--- src/hw/rtl/tpc_pkg.sv ---
// ---------------------------------------------------------------------------
// tpc_pkg: shared types and constants of the triangle plane clipper
// Coordinate, vertex, distance and queue item types, the classification
// codes and the configuration register map.
// ---------------------------------------------------------------------------
`default_nettype none

package tpc_pkg;

  // Coordinate and shade widths are fixed by the item format.
  localparam int COORD_W = 32;
  localparam int SHADE_W = 16;
  // Exact signed plane distance: three 65-bit products summed.
  localparam int DIST_W = COORD_W + 35;
  // Default number of fraction bits of a coordinate.
  localparam int FRAC_BITS_DEF = 16;

  // Configuration register map.
  localparam int REG_COUNT = 6;
  localparam int ADDR_W = 5;
  localparam logic signed [COORD_W-1:0] NORMAL_Z_RESET = 32'sd65536;

  typedef enum logic [2:0] {
    REG_POINT_X  = 3'd0,
    REG_POINT_Y  = 3'd1,
    REG_POINT_Z  = 3'd2,
    REG_NORMAL_X = 3'd3,
    REG_NORMAL_Y = 3'd4,
    REG_NORMAL_Z = 3'd5
  } tpc_reg_t;

  typedef logic signed [COORD_W-1:0] tpc_coord_t;
  typedef logic signed [SHADE_W-1:0] tpc_shade_t;
  typedef logic signed [DIST_W-1:0] tpc_dist_t;
  // Index 0 is x, 1 is y, 2 is z.
  typedef tpc_coord_t [2:0] tpc_vtx_t;
  typedef tpc_vtx_t [2:0] tpc_tri_t;

  // How many vertices lie inside the plane.
  typedef enum logic [1:0] {
    KIND_NONE,
    KIND_ALL,
    KIND_ONE,
    KIND_TWO
  } tpc_kind_t;

  typedef struct packed {
    tpc_vtx_t point;
    tpc_vtx_t normal;
  } tpc_plane_t;

  // Classified triangle. Vertices are reordered as p, q, r:
  // all inside keeps a, b, c; one inside gives i0, o0, o1;
  // two inside gives i0, i1, o0. Distances follow the same order.
  typedef struct packed {
    tpc_kind_t        kind;
    tpc_shade_t       shade;
    tpc_tri_t         v;
    tpc_dist_t [2:0]  d;
  } tpc_item_t;

endpackage

`default_nettype wire

--- src/hw/rtl/tpc_queue.sv ---
// ---------------------------------------------------------------------------
// tpc_queue: two-entry queue between classifier and clipper
// Lets the front keep accepting triangles while the back is stalled, until both entries are full.
// ---------------------------------------------------------------------------
`default_nettype none

module tpc_queue import tpc_pkg::*; (
  input  logic      clk,
  input  logic      rst,
  input  tpc_item_t push_item,
  input  logic      push_valid,
  output logic      push_ready,
  output tpc_item_t pop_item,
  output logic      pop_valid,
  input  logic      pop_ready
);

  tpc_item_t  mem [2];
  logic       wr_ptr, rd_ptr;
  logic [1:0] count;
  logic       push, pop;

  assign push_ready = (count != 2'd2);
  assign pop_valid  = (count != 2'd0);
  assign push       = push_valid && push_ready;
  assign pop        = pop_valid && pop_ready;
  assign pop_item   = mem[rd_ptr];

  // Pointers and fill count.
  always_ff @(posedge clk) begin
    if (rst) begin
      wr_ptr <= 1'b0;
      rd_ptr <= 1'b0;
      count  <= 2'd0;
    end else begin
      if (push) wr_ptr <= !wr_ptr;
      if (pop)  rd_ptr <= !rd_ptr;
      count <= count + 2'(push) - 2'(pop);
    end
  end

  // Entry storage.
  always_ff @(posedge clk) begin
    if (push) mem[wr_ptr] <= push_item;
  end

endmodule

`default_nettype wire

--- config.mk ---
export PLATFORM = sky130hd
export DESIGN_NAME = tpc_queue
export DESIGN_NICKNAME = d
export VERILOG_FILES = /design/src/hw/rtl/tpc_pkg.sv /design/src/hw/rtl/tpc_queue.sv
export SDC_FILE = /design/constraint.sdc
export NUM_CORES = 1
export LEC_CHECK = 0
export BUFFER_PORTS_ARGS = -buffer_cell sky130_fd_sc_hd__buf_2
export CELL_PAD_IN_SITES_DETAIL_PLACEMENT = 0
export CELL_PAD_IN_SITES_GLOBAL_PLACEMENT = 2
export CORE_AREA = 5 5 390 392
export CTS_CLUSTER_DIAMETER = 120
export DETAILED_ROUTE_END_ITERATION = 10
export DIE_AREA = 0 0 395 397
export PLACE_DENSITY_LB_ADDON = 0.1
export SLEW_MARGIN = 20
export SYNTH_ARGS = -nofsm -noshare
export SYNTH_HDL_FRONTEND = slang
export SYNTH_SLANG_ARGS = --single-unit
--- constraint.sdc ---
create_clock -name clk -period 17.9 [get_ports clk]
set_input_delay 0.895 -clock clk [delete_from_list [all_inputs] [get_ports clk]]
set_output_delay 0.895 -clock clk [all_outputs]
set_load 0.01 [all_outputs]
After elaboration in Yosys (flattened, before gate mapping)
Memories as Yosys holds them, arrays and structs flattened. A register that Yosys moved wholly into a read port is not among the register bits.
Cells that the tools add are included.
{"block": "totals", "reg_bits": 4, "ram_bits": 1014, "input_bits": 511, "out_inout_bits": 509, "wordCells": 16, "memories": 1}
{"block": "classes", "addsub": 2, "eq_ne": 1, "muxes": 4, "reduce_logical": 5}
{"name": "mem", "words": 2, "word_bits": 507, "rd": 1, "rd_ports_with_merged_regs": 1, "write_ports": 1, "line": "tpc_queue.sv:18", "text": "tpc_item_t mem [2];"}
{"cell": "1-bit 2-to-1 mux", "n": 4}
{"cell": "2-bit by 1-bit adder with 2-bit output", "n": 1}
{"cell": "1-bit logical AND", "n": 2}
{"cell": "1-bit zero test", "n": 2}
{"cell": "2-bit inequality test, second input constant", "n": 1}
{"cell": "2-bit nonzero test", "n": 1}
{"cell": "2-bit by 1-bit subtractor with 2-bit output", "n": 1}

Depth between registers and ports, before layout
{"block": "depth", "word_depth": 4, "mapped_depth": 6, "mapped_depth_nobuf": 6}

Worst setup path after synthesis
Ideal clock, no wire load.
{"block": "synth_path", "path_kind": "input -> register", "start": "input push_valid", "end": "memory mem[1][0] (netlist name) (enable)", "arrival_ps": 12432, "path_slack_ps": 4527, "stages": 1, "path_buffers": 0, "cell_sequence": "and3_1"}
{"block": "synth_via", "elab_chain_len": 3}
{"element": "from (decl)", "line": "tpc_queue.sv:11", "text": "input logic push_valid,"}
{"element": "1-bit logical AND", "line": "tpc_queue.sv:25", "text": "assign push = push_valid && push_ready;"}
{"element": "1-bit 2-to-1 mux", "line": "tpc_queue.sv:44", "text": "if (push) mem[wr_ptr] <= push_item;"}
{"element": "1-bit 2-to-1 mux (implied by the code)", "line": "tpc_queue.sv:44"}
{"element": "to (decl)", "line": "tpc_queue.sv:18"}
Every way passes these cells.

==> results.cfg <==
[logic_synthesis]
synth_nets = 2118
synth.area.top_cells = edfxtp_1, mux2_2, mux2_1, buf_6, buf_2
yosysMostFrequentCell = edfxtp_1
synth_area_leader_cell = edfxtp_1
synth_edf_count = 1014
postSynthAreaPerCell_sq_um = 22.9
synth_area_sq_um = 36900
synth_top_flop_cell = edfxtp_1
ys_ff_latch = 1019
yosysWarnings = 0
synth_commonest_cells = edfxtp_1, mux2_2, mux2_1
yosysTopAreaCellShare_pct = 82.6
ys_seq_area_share_pct = 82.9
synth_cells = 1606
synth_async_sr_flop_share_pct = 0
ys_types = 24

[floorplanning]
die_y_um = 397
rows = 142
initial_core_util_pct = 24.8
die_area_sq_um = 157000
coreArea_sq_um = 149000
io-pin-count = 1020
die_w_um = 395

[status]
status = complete, no violations

[placement]
portBuffers = 1019
hpwl_um = 83600
place_ws_ns = 13.51
dp_cells = 4530
postPlaceCellArea_sq_um = 44100
place_congestion = 0.758

[detailed_routing]
wl_met2_um = 58700
via_count = 19700
wl_per_cell_um = 24.3
met3_length_um = 11900
wl_um = 116000
routed_via_density = 4.13
dr.pass1.iters = 5
route.detailed.drc = 0
m1WireLength_um = 40100
ant_nets = 0
top_layer = met5
drt-initial-drc-count = 902

[layout]
area_growth_pct = 29.9
instances_no_fill = 4777
final_nets = 3216
final_area_sq_um = 47900
layout-drive-gt1-share_pct = 53.0
final_core_util_pct = 32.2

[sta]
maxSlewViolCount = 0
hold_viol = 0
fin_crit_sh_pct = 26.6
worst_clock_skew_ns = 0.0468
fin_ws_ns = 13.13
rsz0062_at_grt = no
finalCriticalPeriod_ns = 4.77
fin_setup_tns_ns = 0
hold_ws_ns = 0.372
tightest_slew_ns = 1.18
slew_headroom_pct = 21.6
max_freq_mhz = 210
setup_viol = 0

[critical_path]
crit_fanout = 153
criticalPathCategory = flip-flop to output port
arrival_ns = 3.87
r2r-start = count[0]
critPathRequiredTime_ns = 17.01
slowest_delay_ns = 0.85
path_cells = buf_4 -> buf_12 -> mux2_1 -> buf_2
critPathSlowestCell = dfxtp_4
worstSetupEndpointType = output port
start_kind = flip-flop

[power]
power.density_nw_per_um2 = 135
ir_worst_vdd_v = 0.0000781
total_power_mw = 6.48
p_leak_nw = 17.4

[global_route]
grt_pass1_wl_um = 158000
grt_start_max_net_pins = 165
grt-ovfl-total = 0
groute.usage.overall_pct = 14.1
antenna_found_initial = 128
grt_pass1_vias = 21100

[clock_tree]
hold_buffers = 0
clkTransAtPathRegs_ns = 0.06
root_buffer = clkbuf_16
cts_buffers = 114
cts_sinks = 1019
postCtsSetupRepairBufs = 0
ctsLongestPathBuffers = 3
clock_latency_ns = 0.71
cts_tree = built
post_cts_resized = 0
htreeDepth = 3

[job]
drv_cap = 0

[hold_path]
hold_class = primary input to flip-flop
min_from = push_item[48]
## layer usage
metal	vias to the layer above	GRT usage, %
met5	-	0
met4	62	5.55
met3	333	6.68
met2	872	25.1
met1	9739	14.3
li1	8716	-
## layout make-up
cell class,instances,area (sq um)
diodes,38,95.1
clock buffers,144,3030
clock inverters,63,584
fillers,14600,101000
inverters,1,11.3
multi-input cells,530,5870
flip-flops and latches,1019,30600
well taps,1944,2430
repair buffers,1038,5310
## logic make-up (layout without fill, tap and decap cells)
kind of cell    after synthesis  after routing  share of synthesized area [%]
compound gates                6              6                          0.119
other cells                   0             38                              0
flops                      1019           1019                           82.9
buf+inv                      57           1246                           1.21
fa+ha+maj                     1              1                         0.0339
simple gates                 15             15                          0.234
mux                         507            507                           15.5
xor+xnor                      1              1                         0.0238
## report_power, final
group | switching (mW) | internal, mW
combinational | 0.765 | 0.503
clock | 0.945 | 1.31
sequential | 0.0551 | 2.90
total | 1.76 | 4.71
## worst max-delay path, delay by kind of cell (launching register included)
kind                   cells  cell delay, ns
buffers and inverters      3            1.64
DFF                        1            0.85
muxes                      1            0.39
## layout by cell type, fill, tap and decap left out, types with 2 or more instances in the layout
cell type and count:
nor2b_1 2, inv_8 2, clkinv_1 28, clkinv_16 3
buf_2 1019, bufinv_16 8, buf_12 2, clkbuf_16 117
edfxtp_1 1014, mux2_1 223, o21ai_0 2, clkinv_2 20
nor2_1 4, buf_16 2, dfxtp_1 4, clkbuf_1 27
buf_4 14, diode_2 38, mux2_2 284
## state kept, by name (all words and copies together), names as in the netlist, named ones only
signal	count
mem	1014
count	2
rd_ptr	1
wr_ptr	1
## path summary, 6_finish.rpt
path	endpoint	slack, ns	cells after the start
worst max register to register	mem[1][19]	14.16	4
worst min register to register	rd_ptr	0.50	2
worst max-delay path	pop_item[321]	13.13	4
worst min-delay path	mem[1][48]	0.37	1
Power figures use the tool's default switching activity.
